## src/hw/rtl/nbcr_pkg.sv

```systemverilog
// ----------------------------------------------------------------------------
// nbcr_pkg
// Shared widths, codes and word types of the NV21 cover-fit bilinear resizer.
// ----------------------------------------------------------------------------
package nbcr_pkg;

  localparam int SRC_DIM_W  = 10;
  localparam int DST_DIM_W  = 13;
  localparam int INV_W      = 24;
  localparam int OFF_W      = 13;
  localparam int PLANE_W    = 2 * SRC_DIM_W;
  localparam int PROD_W     = DST_DIM_W + SRC_DIM_W;
  localparam int UPOS_W     = 14;
  localparam int RADDR_W    = 2 * SRC_DIM_W + 2;
  localparam int SRC_ADDR_W = 19;
  localparam int COORD_W    = 12;
  localparam int CFG_IDX_W  = 2;
  localparam int CFG_DATA_W = 13;

  localparam int DEF_MAX_SRC_WIDTH  = 512;
  localparam int DEF_MAX_SRC_HEIGHT = 512;
  localparam int DEF_MAX_DST_DIM    = 4096;
  localparam int DEF_FRAC_BITS      = 16;

  localparam logic [SRC_DIM_W-1:0] RST_SRC_WIDTH  = 10'd512;
  localparam logic [SRC_DIM_W-1:0] RST_SRC_HEIGHT = 10'd512;
  localparam logic [DST_DIM_W-1:0] RST_DST_WIDTH  = 13'd256;
  localparam logic [DST_DIM_W-1:0] RST_DST_HEIGHT = 13'd256;

  localparam logic [INV_W-1:0] INV_MAX = '1;
  localparam logic [OFF_W-1:0] OFF_MAX = '1;

  localparam logic OP_LOAD  = 1'b0;
  localparam logic OP_QUERY = 1'b1;

  localparam logic [1:0] CH_LUMA = 2'd0;
  localparam logic [1:0] CH_V    = 2'd1;
  localparam logic [1:0] CH_U    = 2'd2;

  typedef logic [CFG_IDX_W-1:0] cfg_index_t;

  localparam cfg_index_t CFG_SRC_WIDTH  = 2'd0;
  localparam cfg_index_t CFG_SRC_HEIGHT = 2'd1;
  localparam cfg_index_t CFG_DST_WIDTH  = 2'd2;
  localparam cfg_index_t CFG_DST_HEIGHT = 2'd3;

  typedef struct packed {
    logic                  op;
    logic [SRC_ADDR_W-1:0] src_addr;
    logic [7:0]            src_byte;
    logic [COORD_W-1:0]    dst_col;
    logic [COORD_W-1:0]    dst_row;
    logic [1:0]            channel;
  } in_word_t;

  typedef struct packed {
    logic [7:0] out_byte;
    logic       range_error;
  } out_word_t;

  typedef struct packed {
    logic [SRC_DIM_W-1:0] src_width;
    logic [SRC_DIM_W-1:0] src_height;
    logic [DST_DIM_W-1:0] dst_width;
    logic [DST_DIM_W-1:0] dst_height;
  } nbcr_cfg_t;

  typedef struct packed {
    logic [INV_W-1:0]     inverse_scale;
    logic [OFF_W-1:0]     offset_horiz;
    logic [OFF_W-1:0]     offset_vert;
    logic [PLANE_W-1:0]   plane_size;
    logic [DST_DIM_W-1:0] dst_w;
    logic [DST_DIM_W-1:0] dst_h;
  } nbcr_scale_t;

endpackage

```

## src/hw/rtl/nbcr_derive.sv

```systemverilog
// ----------------------------------------------------------------------------
// nbcr_derive
// Derives even destination sizes, plane size, inverse scale and crop offsets
// from the size registers, using a shared restoring divider one bit per cycle.
// ----------------------------------------------------------------------------
module nbcr_derive #(
  parameter int MAX_DST_DIM = nbcr_pkg::DEF_MAX_DST_DIM,
  parameter int FRAC_BITS   = nbcr_pkg::DEF_FRAC_BITS
) (
  input  logic                clk,
  input  logic                rst_n,
  input  logic                start,
  input  nbcr_pkg::nbcr_cfg_t cfg,
  output logic                busy,
  output nbcr_pkg::nbcr_scale_t scale
);
  import nbcr_pkg::*;

  localparam int NUM_W   = (SRC_DIM_W + FRAC_BITS > PROD_W) ? SRC_DIM_W + FRAC_BITS : PROD_W;
  localparam int CNT_W   = $clog2(NUM_W);
  localparam int CMP_W   = NUM_W + INV_W;
  localparam int DST_LIM = MAX_DST_DIM & ~1;

  typedef enum logic [5:0] {
    D_IDLE = 6'b000001,
    D_P1   = 6'b000010,
    D_P2   = 6'b000100,
    D_P3   = 6'b001000,
    D_DIV1 = 6'b010000,
    D_DIV2 = 6'b100000
  } drv_state_t;

  drv_state_t           state_r, state_nxt;
  logic [PROD_W-1:0]    p1_r, p1_nxt, p2_r, p2_nxt;
  logic                 gov_r, gov_nxt;
  logic [NUM_W-1:0]     num_r, num_nxt, quo_r, quo_nxt;
  logic [DST_DIM_W-1:0] rem_r, rem_nxt, den_r, den_nxt;
  logic [CNT_W-1:0]     cnt_r, cnt_nxt;
  nbcr_scale_t          scale_r, scale_nxt;

  logic [DST_DIM_W-1:0] dw_m, dh_m, dw_e, dh_e, other;
  logic [DST_DIM_W:0]   trial, trial_sub;
  logic                 ge, gov_c, degen;
  logic [DST_DIM_W-1:0] rem_step;
  logic [NUM_W-1:0]     quo_step, ox, off_raw;
  logic [CMP_W-1:0]     q_ext;
  logic [INV_W-1:0]     inv_sat;
  logic [OFF_W-1:0]     off_sat;

  always_comb begin
    dw_m = {cfg.dst_width[DST_DIM_W-1:1], 1'b0};
    dh_m = {cfg.dst_height[DST_DIM_W-1:1], 1'b0};
    dw_e = (32'(dw_m) > 32'(DST_LIM)) ? DST_DIM_W'(DST_LIM) : dw_m;
    dh_e = (32'(dh_m) > 32'(DST_LIM)) ? DST_DIM_W'(DST_LIM) : dh_m;

    trial     = {rem_r, num_r[NUM_W-1]};
    trial_sub = trial - {1'b0, den_r};
    ge        = trial >= {1'b0, den_r};
    rem_step  = ge ? trial_sub[DST_DIM_W-1:0] : trial[DST_DIM_W-1:0];
    quo_step  = {quo_r[NUM_W-2:0], ge};

    q_ext   = CMP_W'(quo_step);
    inv_sat = (q_ext > CMP_W'(INV_MAX)) ? INV_MAX : INV_W'(quo_step);

    other   = gov_r ? scale_r.dst_h : scale_r.dst_w;
    ox      = NUM_W'(other);
    off_raw = (quo_step >= ox) ? ((quo_step - ox) >> 1) : '0;
    off_sat = (off_raw > NUM_W'(OFF_MAX)) ? OFF_MAX : off_raw[OFF_W-1:0];

    gov_c = p1_r >= p2_r;
    degen = (cfg.src_width == '0) || (cfg.src_height == '0) ||
            (scale_r.dst_w == '0) || (scale_r.dst_h == '0);
  end

  always_comb begin
    state_nxt = state_r;
    p1_nxt    = p1_r;
    p2_nxt    = p2_r;
    gov_nxt   = gov_r;
    num_nxt   = num_r;
    quo_nxt   = quo_r;
    rem_nxt   = rem_r;
    den_nxt   = den_r;
    cnt_nxt   = cnt_r;
    scale_nxt = scale_r;
    case (state_r)
      D_IDLE: begin
        if (start) state_nxt = D_P1;
      end
      D_P1: begin
        scale_nxt.dst_w = dw_e;
        scale_nxt.dst_h = dh_e;
        p1_nxt          = dw_e * cfg.src_height;
        state_nxt       = D_P2;
      end
      D_P2: begin
        p2_nxt               = scale_r.dst_h * cfg.src_width;
        scale_nxt.plane_size = cfg.src_width * cfg.src_height;
        state_nxt            = D_P3;
      end
      D_P3: begin
        gov_nxt = gov_c;
        rem_nxt = '0;
        quo_nxt = '0;
        cnt_nxt = CNT_W'(NUM_W - 1);
        num_nxt = gov_c ? NUM_W'({cfg.src_width, {FRAC_BITS{1'b0}}})
                        : NUM_W'({cfg.src_height, {FRAC_BITS{1'b0}}});
        den_nxt = gov_c ? scale_r.dst_w : scale_r.dst_h;
        if (degen) begin
          scale_nxt.inverse_scale = '0;
          scale_nxt.offset_horiz  = '0;
          scale_nxt.offset_vert   = '0;
          state_nxt               = D_IDLE;
        end else begin
          state_nxt = D_DIV1;
        end
      end
      D_DIV1: begin
        num_nxt = num_r << 1;
        rem_nxt = rem_step;
        quo_nxt = quo_step;
        cnt_nxt = cnt_r - 1'b1;
        if (cnt_r == '0) begin
          scale_nxt.inverse_scale = inv_sat;
          rem_nxt   = '0;
          quo_nxt   = '0;
          cnt_nxt   = CNT_W'(NUM_W - 1);
          num_nxt   = gov_r ? NUM_W'(p1_r) : NUM_W'(p2_r);
          den_nxt   = gov_r ? DST_DIM_W'(cfg.src_width) : DST_DIM_W'(cfg.src_height);
          state_nxt = D_DIV2;
        end
      end
      D_DIV2: begin
        num_nxt = num_r << 1;
        rem_nxt = rem_step;
        quo_nxt = quo_step;
        cnt_nxt = cnt_r - 1'b1;
        if (cnt_r == '0) begin
          scale_nxt.offset_horiz = gov_r ? '0 : off_sat;
          scale_nxt.offset_vert  = gov_r ? off_sat : '0;
          state_nxt              = D_IDLE;
        end
      end
      default: state_nxt = D_IDLE;
    endcase
  end

  always_ff @(posedge clk) begin
    if (!rst_n) begin
      state_r <= D_IDLE;
      scale_r <= '0;
    end else begin
      state_r <= state_nxt;
      scale_r <= scale_nxt;
    end
  end

  always_ff @(posedge clk) begin
    p1_r  <= p1_nxt;
    p2_r  <= p2_nxt;
    gov_r <= gov_nxt;
    num_r <= num_nxt;
    quo_r <= quo_nxt;
    rem_r <= rem_nxt;
    den_r <= den_nxt;
    cnt_r <= cnt_nxt;
  end

  assign busy  = state_r != D_IDLE;
  assign scale = scale_r;

endmodule

```

## config.mk

```make
export PLATFORM = sky130hd
export DESIGN_NAME = nbcr_derive
export DESIGN_NICKNAME = d
export VERILOG_FILES = /design/src/hw/rtl/nbcr_pkg.sv /design/src/hw/rtl/nbcr_derive.sv
export SDC_FILE = /design/constraint.sdc
export NUM_CORES = 1
export LEC_CHECK = 0
export CORE_MARGIN = 3
export CORE_UTILIZATION = 48
export CTS_CLUSTER_DIAMETER = 150
export DETAILED_ROUTE_END_ITERATION = 8
export DONT_BUFFER_PORTS = 1
export PLACE_DENSITY = 0.7
export RECOVER_POWER = 25
export SLEW_MARGIN = 20
export SYNTH_ARGS = -nofsm -noshare
export SYNTH_HDL_FRONTEND = slang
export SYNTH_SLANG_ARGS = --single-unit
```

## constraint.sdc

```tcl
create_clock -name clk -period 14.5 [get_ports clk]
set_input_delay 1.45 -clock clk [delete_from_list [all_inputs] [get_ports clk]]
set_output_delay 1.45 -clock clk [all_outputs]
set_load 0.03 [all_outputs]
```

==> After elaboration in Yosys (flattened, before gate mapping) <==
Cells that the tools add are included.
{ "classes": {"n_reduce_logical": 15, "add_sub_neg": 3, "n_lt_le_gt_ge": 7, "muxes": 33, "n_eq_ne": 11, "mul": 3} }
{ "ops": {"columns": ["cell", "n"], "rows": [
  ["13-bit 2-to-1 mux", 10],
  ["26-bit 2-to-1 mux", 3],
  ["26-bit one-hot mux with 3 select lines", 1],
  ["25-bit one-hot mux with 3 select lines", 1],
  ["26-bit one-hot mux with 2 select lines", 1],
  ["25-bit 2-to-1 mux", 2],
  ["50-bit 2-to-1 mux", 1],
  ["24-bit 2-to-1 mux", 2],
  ["24-bit one-hot mux with 2 select lines", 1],
  ["13-bit by 10-bit multiplier with 23-bit output", 2],
  ["13-bit one-hot mux with 3 select lines", 1],
  ["6-bit one-hot mux with 6 select lines", 1],
  ["26-bit by 13-bit >= comparator with 1-bit output", 1],
  ["13-bit > comparator, second input constant", 2],
  ["26-bit by 24-bit > comparator with 1-bit output, second input constant", 1],
  ["13-bit zero test", 2],
  ["13-bit one-hot mux with 2 select lines", 1],
  ["26-bit by 13-bit subtractor with 26-bit output", 1],
  ["25-bit by 13-bit > comparator with 1-bit output, second input constant", 1],
  ["23-bit >= comparator", 1],
  ["23-bit 2-to-1 mux", 1],
  ["10-bit zero test", 2],
  ["10-bit by 10-bit multiplier with 20-bit output", 1],
  ["6-bit 2-to-1 mux", 3],
  ["20 further kinds", 29]
]} }
{ "word_totals": {"input_bits": 49, "ff_bits": 231} }

==> Depth between registers and ports, before layout <==
{ "logic_depth": {"word_depth": 8, "mapped_depth": 23, "depth_no_buf": 21} }

==> Least setup slack after synthesis <==
Ideal clock, no wire load.
{ "synth_timing": {"path_type": "input -> register", "from": "input port cfg[25] (netlist bit)", "to": "register p1_r[20], data pin", "path_slack_ns": 7.614, "arrival_ns": 6.623, "required_time_ns": 14.238, "path_buffers": 2, "path_stages": 22, "cell_sequence": "clkbuf_1 nor2b_1 clkbuf_1 nand2_1 fa_1 inv_1 fa_1 inv_1 fa_1 inv_1 fa_1 inv_1 fa_1 inv_1 ha_1 a21o_1 a221oi_1 o211ai_1 o21a_1 a211oi_1 a21oi_1 xor2_1"} }
{ "synth_via": {"elab_chain_cells": 3} }
{ "synth_rtl": {"columns": ["item", "line", "text"], "rows": [
  ["start, declared", "nbcr_derive.sv:13", "input nbcr_pkg::nbcr_cfg_t cfg,"],
  ["13-bit > comparator", "nbcr_derive.sv:53", "dw_e = (32'(dw_m) > 32'(DST_LIM)) ? DST_DIM_W'(DST_LIM) : dw_m;"],
  ["13-bit 2-to-1 mux *", "nbcr_derive.sv:53", null],
  ["13-bit by 10-bit multiplier with 23-bit output *", "nbcr_derive.sv:93", "p1_nxt = dw_e * cfg.src_height;"],
  ["end signal, assigned", "nbcr_derive.sv:159", "p1_r <= p1_nxt;"],
  ["end, declared", "nbcr_derive.sv:34", "logic [PROD_W-1:0] p1_r, p1_nxt, p2_r, p2_nxt;"]
]} }
Mark *: on every way between the ends. The rest lies on a longest branch, timed or not.
A chain may end at the register's enable or synchronous reset.

==> Final worst setup path <==
{ "layout_timing": {"from": "input port cfg[19] (netlist bit)", "to": "register p1_r[20], data pin"} }
The elaborated chain is that of the path after synthesis.

==> results.ini <==
[cts]
post_cts_resized = 0
path_clk_slew_ns = 0.07
ctsHtreeMaxLevel = 1
cts_hold_buf = 0
cts-root-buf = clkbuf_16
cts_setup_buffers = 0
clock-sinks = 226
clock_path_buffers = 3
worstSkewPairLatency_ns = 0.55
cts_tree = built
numCtsBuffers = 23

[drt]
wl_per_cell_um = 19.22
vias = 16324
detail-route-antenna-nets = 0
drtPass1Iterations = 5
drt-total-wl_um = 54960
drt_iter0_markers = 1078
routed_via_density = 5.708
route.detailed.drc = 0

[placed_design]
placed_cells = 2817
hpwl_um = 40120
port_buffers = 0
place.gp.congestion = 0.8703

[die]
std_cell_rows = 77
initial_utilization_pct = 49.12
design.portCount = 146
core_um2 = 44700
die_w_um = 219.9
die_h_um = 219.9
dieArea_um2 = 48350

[flow_run]
cap_viol_max_count = 3

[synthesis]
synth_area_leaders = fa_1, edfxtp_1, ha_1, dfxtp_1, and2_1
synth.largest_area_cell = fa_1
synth-edff-count = 126
synth.avg_cell_area_um2 = 9.412
synth_ff_type = edfxtp_1
synthArstFlopShare_pct = 0
synth_cell_type_count = 74
synth_cells = 2333
ys_warn_count = 0
ys_seq_area_share_pct = 26.35
synth-seq-cells = 226
netlist_area_um2 = 21960
synth_top_area_share_pct = 20.06

[setup_path]
arrival_ns = 7.22
rr_worst_depth = 11
end_kind = flip-flop
critPathMaxFanout = 11
cp-startpoint = cfg[19]
startpoint_type = input port
reg2reg_to = scale[60]$_SDFFE_PN0P_
reg2reg_slack_ns = 7.99
critical_path_class = in -> reg
required_ns = 14.80
r2r_start = gov_r$_DFFE_PP_

[hold_path]
min_path_cells = 2
hp-class = reg -> reg
hold_end = num_r[2]$_SDFFCE_PP0P_
min-delay-start = num_r[1]$_SDFFCE_PP0P_

[sta]
worst_pin_slew_ns = 3.415
period_needed_ns = 6.929
finalCritPeriodShare_pct = 47.79
setup_viol_count_final = 0
skew_ns = 0.01043
fin_tns_setup_ns = 0
finalMaxSlewViolations = 125
fmax_mhz = 144.3
hold_viol_final = 0
rsz0062_at_grt = no
max_slew_margin_pct = -127.7
whs_ns = 0.5248

[global_routing]
grt_pass1_vias = 17201
grt_overflow = 0
antenna_found_initial = 2
grt_usage_pct = 23.13
grt_pass1_wl_um = 89840
grt_max_degree = 79

[finish]
fillers = 4068
area_growth_pct = 5.487
final_util_pct = 51.81
drive_above_1_share_pct = 3.132
nNetsFinal = 2736
finalNonFillerCells = 2860

[pwr]
worst_ir_drop_vdd_mv = 0.1086
leakagePower_nw = 10.67
powerDensity_nw_per_um2 = 92.11

[status]
violations = capacitance limit, slew limit
status = complete, but fails checks

==> worst max-delay path, stage by stage <==
cell      delay (ns)
nor2b_1         0.81
nand2_1         0.18
fa_1            0.52
inv_1           0.05
fa_1            0.49
inv_1           0.05
fa_1            0.52
inv_1           0.05
fa_1            0.47
inv_1           0.05
fa_1            0.47
inv_1           0.04
ha_1            0.36
a21o_1          0.20
a221oi_1        0.39
o211ai_1        0.23
o21a_1          0.24
a211oi_1        0.35
a21oi_1         0.15
xor2_1          0.16
==> cells in the mapped netlist (6+ instances only) <==
library cell and number:
a21o_1 25, nor2_1 88, nor4_1 23, buf_1 6, fa_1 220, o21bai_1 10
a21oi_1 76, nand3_1 33, a21boi_0 40, a221o_1 23, xor2_1 24, nand2_1 316
nor3_1 12, edfxtp_1 126, o211ai_1 9, nor3b_1 7, clkbuf_1 109, ha_1 217
a211oi_1 22, and2_1 195, and3_1 7, nand2b_1 7, dfxtp_1 100, mux2i_1 63
a22oi_1 7, a31oi_1 8, o21a_1 14, inv_1 276, nor2b_1 38, o21ai_0 96
xnor2_1 50
==> stage by stage <==
step | instance area [µm²] | setup slack (ns) | total power, mW
after floorplan | 21960 | 7.614 | 1.336
after global placement | 22360 | 6.979 | 1.467
after detailed placement | 22360 | 6.886 | 1.487
after CTS | 23180 | 7.443 | 2.147
after global routing | 23160 | 7.268 | 2.279
final | 23160 | 7.571 | 2.133
==> layout by cell type (no fill, tap or decap), types with 14 or more instances in the layout <==
| cell | instances |
|---|---|
| a221o_1 | 23 |
| nor2_1 | 88 |
| dfxtp_1 | 100 |
| a21boi_0 | 40 |
| o21ai_0 | 96 |
| nand2_1 | 316 |
| clkbuf_16 | 24 |
| o21a_1 | 14 |
| nor4_1 | 23 |
| mux2i_1 | 63 |
| ha_1 | 217 |
| nand3_1 | 32 |
| xor2_1 | 24 |
| nor2b_1 | 36 |
| inv_1 | 276 |
| xnor2_1 | 50 |
| a21o_1 | 25 |
| edfxtp_1 | 126 |
| a211oi_1 | 22 |
| a21oi_1 | 76 |
| fa_1 | 220 |
| and2_1 | 190 |
==> final cells by class <==
class / instances / area [µm²] / share of cell area (%)
Multi-Input combinational cell: 1707 / 14680 / 63.37
Inverter: 276 / 1036 / 4.473
Clock buffer: 30 / 633.1 / 2.733
Sequential cell: 226 / 5786 / 24.98
Timing Repair Buffer: 16 / 93.84 / 0.4051
Tap cell: 592 / 740.7 / 3.198
Antenna cell: 1 / 2.502 / 0.01080
Clock inverter: 12 / 192.7 / 0.8319
==> cells by family (layout without fill, tap and decap cells) <==
family	Yosys count	in the layout	share of synthesized area [%]
other	1	3	0.01708
DFF	226	226	26.35
AOI/OAI and AO/OA	371	371	11.23
adders and majority gates	437	437	32.42
and+or+nand+nor	759	759	17.12
xor gates and xnor gates	74	74	2.952
buffers and inverters	401	334	6.986
muxes	64	64	2.923
==> worst max path at each step <==
stage,end,slack (ns),cells past startpoint
after CTS,p1_r[20]$_DFFE_PP_,7.44,20
after global routing,p1_r[20]$_DFFE_PP_,7.27,20
after detailed placement,p1_r[20]$_DFFE_PP_,6.89,20
after global placement,p1_r[22]$_DFFE_PP_,6.98,21
after floorplan,p1_r[20]$_DFFE_PP_,7.61,22
final,p1_r[20]$_DFFE_PP_,7.57,20
==> layer usage <==
metal	share of wire, %	track usage, %	routed length (µm)
met1	40	28.48	22080
met2	49	40.83	27070
met3	7.3	4.426	3994
met4	3.3	7.577	1829
met5	0	0	0
==> power by group <==
group          leakage [nW]  internal, mW  switching (mW)  total (mW)
Combinational          8.44         0.339           0.444       0.783
Clock                 0.394         0.385           0.269       0.654
Sequential             1.84         0.689         0.00651       0.696
Total                  10.7          1.41           0.720        2.13
==> sequential cells by signal, summed over array words and instances, names as in the netlist <==
register  count
state_r       6
quo_r        25
gov_r         1
p1_r         22
num_r        25
p2_r         22
rem_r        13
cnt_r         5
den_r        13
scale        94
Power figures use the tool's default switching activity.
